$ cat config.mk
export PLATFORM = sky130hd
export DESIGN_NAME = tar_archive_header_validator
export DESIGN_NICKNAME = d
export VERILOG_FILES = /design/src/rtl/core/tahv_pkg.sv /design/src/rtl/core/tahv_front.sv /design/src/rtl/core/tahv_queue.sv /design/src/rtl/core/tahv_back.sv /design/src/rtl/core/tar_archive_header_validator.sv
export SDC_FILE = /design/constraint.sdc
export NUM_CORES = 1
export LEC_CHECK = 0
export BUFFER_PORTS_ARGS = -buffer_cell sky130_fd_sc_hd__buf_2
export CELL_PAD_IN_SITES_DETAIL_PLACEMENT = 0
export CELL_PAD_IN_SITES_GLOBAL_PLACEMENT = 1
export CORE_ASPECT_RATIO = 2
export CORE_MARGIN = 2
export CORE_UTILIZATION = 48
export CTS_CLUSTER_SIZE = 14
export DETAILED_ROUTE_END_ITERATION = 7
export HOLD_SLACK_MARGIN = 0.02
export PLACE_DENSITY_LB_ADDON = 0.1
export SLEW_MARGIN = 20
export SYNTH_ARGS = -nofsm -noshare
export SYNTH_HDL_FRONTEND = slang
export SYNTH_SLANG_ARGS = --single-unit
$ cat constraint.sdc
create_clock -name clk -period 5.2 [get_ports clk]
set_input_delay 0.26 -clock clk [delete_from_list [all_inputs] [get_ports clk]]
set_output_delay 0.26 -clock clk [all_outputs]
set_load 0.01 [all_outputs]
$ cat src/rtl/core/tahv_pkg.sv
package tahv_pkg;

  localparam int BLOCK_BYTES = 512;
  localparam int OFF_W       = $clog2(BLOCK_BYTES);

  localparam int SUM_W       = 17;
  localparam int CHK_W       = 24;
  localparam int SIZE_W      = 36;
  localparam int LEFT_W      = 37;
  localparam int COUNT_W     = 32;

  localparam logic [OFF_W-1:0] SIZE_FIRST    = OFF_W'(124);
  localparam logic [OFF_W-1:0] SIZE_LAST     = OFF_W'(135);
  localparam logic [OFF_W-1:0] SUM_FIRST     = OFF_W'(148);
  localparam logic [OFF_W-1:0] SUM_LAST      = OFF_W'(155);
  localparam logic [OFF_W-1:0] MAGIC_FIRST   = OFF_W'(257);
  localparam logic [OFF_W-1:0] VERSION_FIRST = OFF_W'(263);
  localparam logic [OFF_W-1:0] VERSION_LAST  = OFF_W'(264);
  localparam logic [OFF_W-1:0] LAST_OFFSET   = OFF_W'(BLOCK_BYTES - 1);

  localparam logic [7:0] ASCII_SPACE = 8'h20;
  localparam logic [7:0] ASCII_ZERO  = 8'h30;
  localparam logic [7:0] ASCII_SEVEN = 8'h37;

  localparam logic [7:0] MAGIC_TEXT [8] = '{8'h75, 8'h73, 8'h74, 8'h61,
                                            8'h72, 8'h00, 8'h30, 8'h30};

  typedef enum logic [1:0] {
    ST_VALID       = 2'd0,
    ST_BAD_MAGIC   = 2'd1,
    ST_BAD_VERSION = 2'd2,
    ST_BAD_SUM     = 2'd3
  } tahv_status_t;

  // classified byte as it travels through the queue
  typedef struct packed {
    logic [7:0] data;
    logic       fin;
    logic       is_space;
    logic       is_octal;
    logic       is_zero;
  } tahv_item_t;

  localparam int ITEM_W = $bits(tahv_item_t);

  localparam int QUEUE_DEPTH = 4;
  localparam int QPTR_W      = $clog2(QUEUE_DEPTH);

endpackage

$ cat src/rtl/core/tahv_front.sv
module tahv_front import tahv_pkg::*; (
  input  logic       in_valid,
  output logic       in_ready,
  input  logic [7:0] in_archive_byte,
  input  logic       in_stream_end,
  input  logic       q_full,
  output logic       q_push,
  output tahv_item_t q_item
);

  assign in_ready = !q_full;
  assign q_push   = in_valid && !q_full;

  always_comb begin
    q_item.data     = in_archive_byte;
    q_item.fin      = in_stream_end;
    q_item.is_space = (in_archive_byte == ASCII_SPACE);
    q_item.is_octal = (in_archive_byte >= ASCII_ZERO) && (in_archive_byte <= ASCII_SEVEN);
    q_item.is_zero  = (in_archive_byte == 8'h00);
  end

endmodule

$ cat src/rtl/core/tahv_queue.sv
module tahv_queue import tahv_pkg::*; (
  input  logic       clk,
  input  logic       rst_n,
  input  logic       push,
  input  tahv_item_t push_item,
  output logic       full,
  input  logic       pop,
  output logic       pop_valid,
  output tahv_item_t pop_item
);

  tahv_item_t            mem_r [QUEUE_DEPTH];
  logic [QPTR_W-1:0]     wr_ptr_r, wr_ptr_nxt;
  logic [QPTR_W-1:0]     rd_ptr_r, rd_ptr_nxt;
  logic [QPTR_W:0]       count_r, count_nxt;
  logic                  do_push, do_pop;

  assign full      = (count_r == (QPTR_W+1)'(QUEUE_DEPTH));
  assign pop_valid = (count_r != '0);
  assign pop_item  = mem_r[rd_ptr_r];
  assign do_push   = push && !full;
  assign do_pop    = pop && pop_valid;

  always_comb begin
    wr_ptr_nxt = do_push ? wr_ptr_r + 1'b1 : wr_ptr_r;
    rd_ptr_nxt = do_pop ? rd_ptr_r + 1'b1 : rd_ptr_r;
    count_nxt  = count_r;
    if (do_push && !do_pop) begin
      count_nxt = count_r + 1'b1;
    end else if (do_pop && !do_push) begin
      count_nxt = count_r - 1'b1;
    end
  end

  always_ff @(posedge clk) begin
    if (!rst_n) begin
      wr_ptr_r <= '0;
      rd_ptr_r <= '0;
      count_r  <= '0;
    end else begin
      wr_ptr_r <= wr_ptr_nxt;
      rd_ptr_r <= rd_ptr_nxt;
      count_r  <= count_nxt;
    end
  end

  always_ff @(posedge clk) begin
    if (do_push) begin
      mem_r[wr_ptr_r] <= push_item;
    end
  end

endmodule

$ cat src/rtl/core/tahv_back.sv
module tahv_back import tahv_pkg::*; (
  input  logic               clk,
  input  logic               rst_n,
  input  logic               q_valid,
  input  tahv_item_t         q_item,
  output logic               q_pop,
  output logic               out_valid,
  input  logic               out_ready,
  output logic [1:0]         out_check_status,
  output logic [COUNT_W-1:0] out_header_total
);

  typedef enum logic [1:0] {
    PH_HEADER = 2'd0,
    PH_DATA   = 2'd1,
    PH_DONE   = 2'd2
  } phase_t;

  phase_t               phase_r, phase_nxt;
  logic [OFF_W-1:0]     offset_r, offset_nxt;
  logic [SUM_W-1:0]     sum_r, sum_nxt;
  logic                 magic_ok_r, magic_ok_nxt;
  logic                 version_ok_r, version_ok_nxt;
  logic [CHK_W-1:0]     chk_val_r, chk_val_nxt;
  logic [1:0]           chk_flags_r, chk_flags_nxt;
  logic [SIZE_W-1:0]    size_val_r, size_val_nxt;
  logic [1:0]           size_flags_r, size_flags_nxt;
  logic [LEFT_W-1:0]    left_r, left_nxt;
  logic [COUNT_W-1:0]   count_r, count_nxt;
  logic                 out_valid_r, out_valid_nxt;
  tahv_status_t         status_r, status_nxt;
  logic [COUNT_W-1:0]   total_r, total_nxt;

  logic                 pop;
  logic                 in_sum, in_size, in_magic, in_version;
  logic [7:0]           sum_add;
  logic [SUM_W-1:0]     sum_new;
  logic [2:0]           magic_idx;
  logic [LEFT_W-1:0]    rounded;
  tahv_status_t         hdr_status;

  localparam logic [LEFT_W-1:0] ROUND_ADD  = LEFT_W'(BLOCK_BYTES - 1);
  localparam logic [LEFT_W-1:0] ROUND_MASK = ~ROUND_ADD;

  assign pop   = q_valid && (!out_valid_r || out_ready);
  assign q_pop = pop;

  assign out_valid        = out_valid_r;
  assign out_check_status = status_r;
  assign out_header_total = total_r;

  always_comb begin
    in_sum     = (offset_r >= SUM_FIRST) && (offset_r <= SUM_LAST);
    in_size    = (offset_r >= SIZE_FIRST) && (offset_r <= SIZE_LAST);
    in_magic   = (offset_r >= MAGIC_FIRST) && (offset_r < VERSION_FIRST);
    in_version = (offset_r >= VERSION_FIRST) && (offset_r <= VERSION_LAST);
    magic_idx  = 3'(offset_r - MAGIC_FIRST);
    sum_add    = in_sum ? ASCII_SPACE : q_item.data;
    sum_new    = sum_r + SUM_W'(sum_add);
    rounded    = (LEFT_W'(size_val_r) + ROUND_ADD) & ROUND_MASK;

    // magic beats version beats checksum
    if (!magic_ok_r) begin
      hdr_status = ST_BAD_MAGIC;
    end else if (!version_ok_r) begin
      hdr_status = ST_BAD_VERSION;
    end else if (CHK_W'(sum_new) != chk_val_r) begin
      hdr_status = ST_BAD_SUM;
    end else begin
      hdr_status = ST_VALID;
    end
  end

  always_comb begin
    phase_nxt      = phase_r;
    offset_nxt     = offset_r;
    sum_nxt        = sum_r;
    magic_ok_nxt   = magic_ok_r;
    version_ok_nxt = version_ok_r;
    chk_val_nxt    = chk_val_r;
    chk_flags_nxt  = chk_flags_r;
    size_val_nxt   = size_val_r;
    size_flags_nxt = size_flags_r;
    left_nxt       = left_r;
    count_nxt      = count_r;
    out_valid_nxt  = out_valid_r && !out_ready;
    status_nxt     = status_r;
    total_nxt      = total_r;

    if (pop) begin
      unique case (phase_r)
        PH_HEADER: begin
          if (offset_r == '0 && q_item.is_zero) begin
            out_valid_nxt = 1'b1;
            status_nxt    = ST_VALID;
            total_nxt     = count_r;
            phase_nxt     = PH_DONE;
          end else begin
            sum_nxt = sum_new;
            // octal fields: flag bit 0 digit seen, bit 1 stopped
            if (in_sum && !chk_flags_r[1] && !(q_item.is_space && !chk_flags_r[0])) begin
              if (q_item.is_octal) begin
                chk_flags_nxt[0] = 1'b1;
                chk_val_nxt      = {chk_val_r[CHK_W-4:0], q_item.data[2:0]};
              end else begin
                chk_flags_nxt[1] = 1'b1;
              end
            end
            if (in_size && !size_flags_r[1] && !(q_item.is_space && !size_flags_r[0])) begin
              if (q_item.is_octal) begin
                size_flags_nxt[0] = 1'b1;
                size_val_nxt      = {size_val_r[SIZE_W-4:0], q_item.data[2:0]};
              end else begin
                size_flags_nxt[1] = 1'b1;
              end
            end
            if (in_magic && q_item.data != MAGIC_TEXT[magic_idx]) begin
              magic_ok_nxt = 1'b0;
            end
            if (in_version && q_item.data != MAGIC_TEXT[magic_idx]) begin
              version_ok_nxt = 1'b0;
            end
            if (offset_r == LAST_OFFSET) begin
              if (hdr_status != ST_VALID) begin
                out_valid_nxt = 1'b1;
                status_nxt    = hdr_status;
                total_nxt     = count_r;
                phase_nxt     = PH_DONE;
              end else begin
                if (count_r != '1) begin
                  count_nxt = count_r + 1'b1;
                end
                left_nxt       = rounded;
                offset_nxt     = '0;
                sum_nxt        = '0;
                magic_ok_nxt   = 1'b1;
                version_ok_nxt = 1'b1;
                chk_val_nxt    = '0;
                chk_flags_nxt  = '0;
                size_val_nxt   = '0;
                size_flags_nxt = '0;
                phase_nxt      = (rounded != '0) ? PH_DATA : PH_HEADER;
              end
            end else begin
              offset_nxt = offset_r + 1'b1;
            end
          end
        end
        PH_DATA: begin
          if (left_r != '0) begin
            left_nxt = left_r - 1'b1;
          end
          if (left_r <= LEFT_W'(1)) begin
            offset_nxt     = '0;
            sum_nxt        = '0;
            magic_ok_nxt   = 1'b1;
            version_ok_nxt = 1'b1;
            chk_val_nxt    = '0;
            chk_flags_nxt  = '0;
            size_val_nxt   = '0;
            size_flags_nxt = '0;
            phase_nxt      = PH_HEADER;
          end
        end
        PH_DONE: begin
        end
        default: begin
          phase_nxt = PH_DONE;
        end
      endcase

      // end of stream: report unless stopped, then rearm
      if (q_item.fin) begin
        if (phase_nxt != PH_DONE) begin
          out_valid_nxt = 1'b1;
          status_nxt    = ST_VALID;
          total_nxt     = count_nxt;
        end
        phase_nxt      = PH_HEADER;
        offset_nxt     = '0;
        sum_nxt        = '0;
        magic_ok_nxt   = 1'b1;
        version_ok_nxt = 1'b1;
        chk_val_nxt    = '0;
        chk_flags_nxt  = '0;
        size_val_nxt   = '0;
        size_flags_nxt = '0;
        left_nxt       = '0;
        count_nxt      = '0;
      end
    end
  end

  always_ff @(posedge clk) begin
    if (!rst_n) begin
      phase_r      <= PH_HEADER;
      offset_r     <= '0;
      sum_r        <= '0;
      magic_ok_r   <= 1'b1;
      version_ok_r <= 1'b1;
      chk_val_r    <= '0;
      chk_flags_r  <= '0;
      size_val_r   <= '0;
      size_flags_r <= '0;
      left_r       <= '0;
      count_r      <= '0;
      out_valid_r  <= 1'b0;
      status_r     <= ST_VALID;
      total_r      <= '0;
    end else begin
      phase_r      <= phase_nxt;
      offset_r     <= offset_nxt;
      sum_r        <= sum_nxt;
      magic_ok_r   <= magic_ok_nxt;
      version_ok_r <= version_ok_nxt;
      chk_val_r    <= chk_val_nxt;
      chk_flags_r  <= chk_flags_nxt;
      size_val_r   <= size_val_nxt;
      size_flags_r <= size_flags_nxt;
      left_r       <= left_nxt;
      count_r      <= count_nxt;
      out_valid_r  <= out_valid_nxt;
      status_r     <= status_nxt;
      total_r      <= total_nxt;
    end
  end

endmodule

$ cat src/rtl/core/tar_archive_header_validator.sv
// ustar header validator.
// Input channel: one archive byte per item (in_archive_byte) with
// in_stream_end marking the last byte of the archive; valid/ready.
// Output channel: one result item (out_check_status, out_header_total)
// per stop: the first header error, a header with an empty name, or the
// end of the stream. Status 0 = valid, 1 = bad magic, 2 = bad version,
// 3 = bad checksum; the total counts valid headers, saturating.
// Throughput: one byte per cycle. Bytes enter a 4-entry queue; the
// header walker drains one byte per cycle and only pauses while a result
// sits in the output register waiting for out_ready. in_ready drops only
// when the queue is full, so a stalled receiver backs up at most 4 bytes.
// A result is built in order: the byte that causes it is written into the
// queue when it is accepted, then the walker takes it from the queue and
// loads the result into the output register.
// Reset (rst_n low, synchronous): queue empty, output invalid, walker at
// offset 0 of a header with zero count. After a stream_end byte the
// walker rearms to the same state on its own.
module tar_archive_header_validator import tahv_pkg::*; (
  input  logic               clk,
  input  logic               rst_n,
  input  logic               in_valid,
  output logic               in_ready,
  input  logic [7:0]         in_archive_byte,
  input  logic               in_stream_end,
  output logic               out_valid,
  input  logic               out_ready,
  output logic [1:0]         out_check_status,
  output logic [COUNT_W-1:0] out_header_total
);

  logic       q_full;
  logic       q_push;
  logic       q_pop;
  logic       q_valid;
  tahv_item_t push_item;
  tahv_item_t pop_item;

  tahv_front u_front (
    .in_valid        (in_valid),
    .in_ready        (in_ready),
    .in_archive_byte (in_archive_byte),
    .in_stream_end   (in_stream_end),
    .q_full          (q_full),
    .q_push          (q_push),
    .q_item          (push_item)
  );

  tahv_queue u_queue (
    .clk       (clk),
    .rst_n     (rst_n),
    .push      (q_push),
    .push_item (push_item),
    .full      (q_full),
    .pop       (q_pop),
    .pop_valid (q_valid),
    .pop_item  (pop_item)
  );

  tahv_back u_back (
    .clk              (clk),
    .rst_n            (rst_n),
    .q_valid          (q_valid),
    .q_item           (pop_item),
    .q_pop            (q_pop),
    .out_valid        (out_valid),
    .out_ready        (out_ready),
    .out_check_status (out_check_status),
    .out_header_total (out_header_total)
  );

endmodule

==> impl_metrics.tcl <==
set metrics [dict create \
    status "finished clean" \
    hold_violations 0 \
    routabilityCongestion 0.903 \
    ys_seq_elements 255 \
    fin_nets 1661 \
    path_class "reg -> reg" \
    ir_worst_vdd_mv 0.329 \
    place_ws_ns -0.0119 \
    max_freq_mhz 205 \
    die_area_um2 30400 \
    clock_sinks 255 \
    ys_async_sr_fraction 0 \
    vias 12400 \
    period_share 0.939 \
    regArea_um2 5590 \
    slew-limit-headroom 0.336 \
    syn-instance-count 1603 \
    synth-seq-area-share 0.402 \
    worst_slack_ns 0.315 \
    grt_overflow 0 \
    holdCritPathClass "in -> reg" \
    multi_input_area_um2 7760 \
    setup_viol 0 \
    p_per_area_nw_per_um2 484 \
    synth_edf_count 48 \
    max_cap_viol_count 0 \
    area_delta_synth_final_pct 11.8 \
    htree_levels 1 \
    die_h_um 244 \
    drcViolationCount 0 \
    leakage_nw 5.67 \
    grt_max_degree 53 \
    syn_area_per_cell_um2 8.66 \
    power_mw 7.51 \
    grt_pass1_vias 11900 \
    cts_tree "done" \
    dr.pass1.iters 5 \
    fp.coreArea_um2 28600 \
    die_w_um 124 \
    clock_latency_ns 0.55 \
    synth_area_um2 13900 \
    synth_nets 1642 \
    crit_fanout 25 \
    postPlaceCellArea_um2 14400 \
    wirelength_um 39200 \
    ys_warn_count 0 \
    num_io_pins 49 \
    antenna-diode-count 0 \
    worst_slew_pin_slew_ns 0.993 \
    start_util 0.485 \
    finalMaxSlewViolations 0 \
    final_cell_mix "dfxtp_1 (206), nor2_1 (154), a21oi_1 (131)" \
    cp-start-kind "flop" \
    antenna_found_initial 0 \
    fin_setup_tns_ns 0 \
    first_iter_violations 888 \
    grt_util_all_layers 0.248 \
    post_drt_via_cell_ratio 6.19 \
    synth.distinct_cells 99 \
    finClkSkew_ns 0.0295 \
    arrival_ns 5.34 \
    dp_hpwl_um 26800 \
    path_clk_slew_ns 0.06 \
    cp-end-kind "flop" \
    finalCriticalPeriod_ns 4.88 \
    postLayoutCellArea_um2 15500 \
    required_ns 5.65 \
    ys.flop_type "dfxtp_1" \
    grt_pass1_wl_um 62800 \
    fill_cells 2703 \
    final_antenna_net_count 0 \
    io_buffers 48 \
    wire_per_inst_um 19.6 \
    mostFrequentLayoutCell "dfxtp_1" \
    placementRows 88 \
    cts_root_buf "clkbuf_16" \
    drive_gt1_frac 0.120 \
    cts_buffers 25 \
    cts_buffer_depth 3 \
]
## layout make-up
| cell class | count | share of cell area |
|---|---|---|
| repair buffers | 99 | 0.0452 |
| inverters | 45 | 0.0109 |
| clock inverters | 9 | 0.00798 |
| flip-flops and latches | 255 | 0.360 |
| well taps | 360 | 0.0290 |
| clock buffers | 35 | 0.0467 |
| multi-input cells | 1196 | 0.500 |
## registers in the layout (all words and copies together), names as in the netlist, 2 cells and up, named ones only
signal	cells
u_queue.mem_r	48
u_back.left_r	37
u_back.size_val_r	36
u_back.count_r	32
u_back.out_header_total	32
u_back.chk_val_r	24
u_back.sum_r	17
u_back.offset_r	9
u_queue.count_r	3
u_back.chk_flags_r	2
u_back.out_check_status	2
u_back.phase_r	2
u_back.size_flags_r	2
u_queue.rd_ptr_r	2
u_queue.wr_ptr_r	2
## cells by family after synthesis
group | Yosys count | synth area share
AND/OR/NAND/NOR | 609 | 0.230
AO/OA/AOI/OAI | 451 | 0.214
adder cells (fa/ha/maj) | 27 | 0.0252
buffers and inverters | 152 | 0.0452
multiplexers | 26 | 0.0289
flip-flops | 255 | 0.402
XOR/XNOR | 83 | 0.0544
## power by group
group	internal [mW]	leakage (nW)	switching, mW
Sequential	2.21	2.11	0.137
Clock	1.12	0.425	0.782
Combinational	1.18	3.14	2.08
## synth_stat cells (13+ instances only)
cell / count / area (um^2)
xnor2_1: 48 / 420
and3_1: 41 / 257
a21o_1: 14 / 105
and2_1: 18 / 113
a22o_1: 56 / 490
ha_1: 24 / 300
a21oi_1: 133 / 666
nand2_1: 102 / 383
a31oi_1: 22 / 138
xor2_1: 33 / 289
or3_1: 19 / 119
dfxtp_1: 207 / 4140
nand4_1: 30 / 188
nor2_1: 158 / 593
nand3_1: 62 / 310
buf_2: 18 / 90.1
clkbuf_1: 74 / 278
nor2b_1: 14 / 87.6
nor4_1: 36 / 225
nand2b_1: 13 / 81.3
nor3_1: 51 / 255
edfxtp_1: 48 / 1440
o21ai_0: 91 / 455
inv_1: 43 / 161
## critical path, cell delays in order (launching register included)
cell and delay [ns]:
dfxtp_1 0.41, ha_2 0.28, o21bai_1 0.15, a21oi_1 0.08, buf_4 0.16, nor2b_1 0.11
ha_1 0.22, inv_1 0.07, fa_1 0.41, nand2b_2 0.26, a211o_4 0.38, and2_1 0.14
mux2_2 0.28, a21oi_1 0.12, or4b_4 0.55, nor3_4 0.31, buf_12 0.21, nand3_1 0.13
and3_1 0.23, nor4_1 0.27
## metal layers
metal / track usage / share of wire
met5: 0 / 0
met4: 0.0942 / 0.035
met3: 0.0243 / 0.043
met2: 0.442 / 0.50
met1: 0.310 / 0.42
## worst paths after layout
path / from / to / slack [ns] / cells past startpoint
max: u_back.offset_r[1] / u_back.out_header_total[8] / 0.32 / 19
min reg2reg: u_back.size_flags_r[0] / u_back.size_flags_r[0] / 0.46 / 1
max reg2reg: u_back.offset_r[1] / u_back.out_header_total[8] / 0.32 / 19
min: out_ready / u_back.out_valid / 0.04 / 4
## per-stage QoR
stage	cells	util	hold slack (ns)
2_1_floorplan	1603	-	0.359
3_3_place_gp	1940	0.505	0.438
3_5_place_dp	1940	0.505	0.443
4_1_cts	1993	0.538	0.0203
5_1_grt	1999	0.542	0.0366
6_report	1999	0.542	0.0384
## what timing repair did
item | in CTS | in global routing
buffers inserted | 0 | 5
endpoints found under the hold margin | 36 | 0
pin swaps | 0 | 3
gates cloned | 0 | 1
resized for setup | 1 | 16
hold buffers | 9 | 0
setup endpoints to repair | 3 | 174
Power figures use the tool's default switching activity.
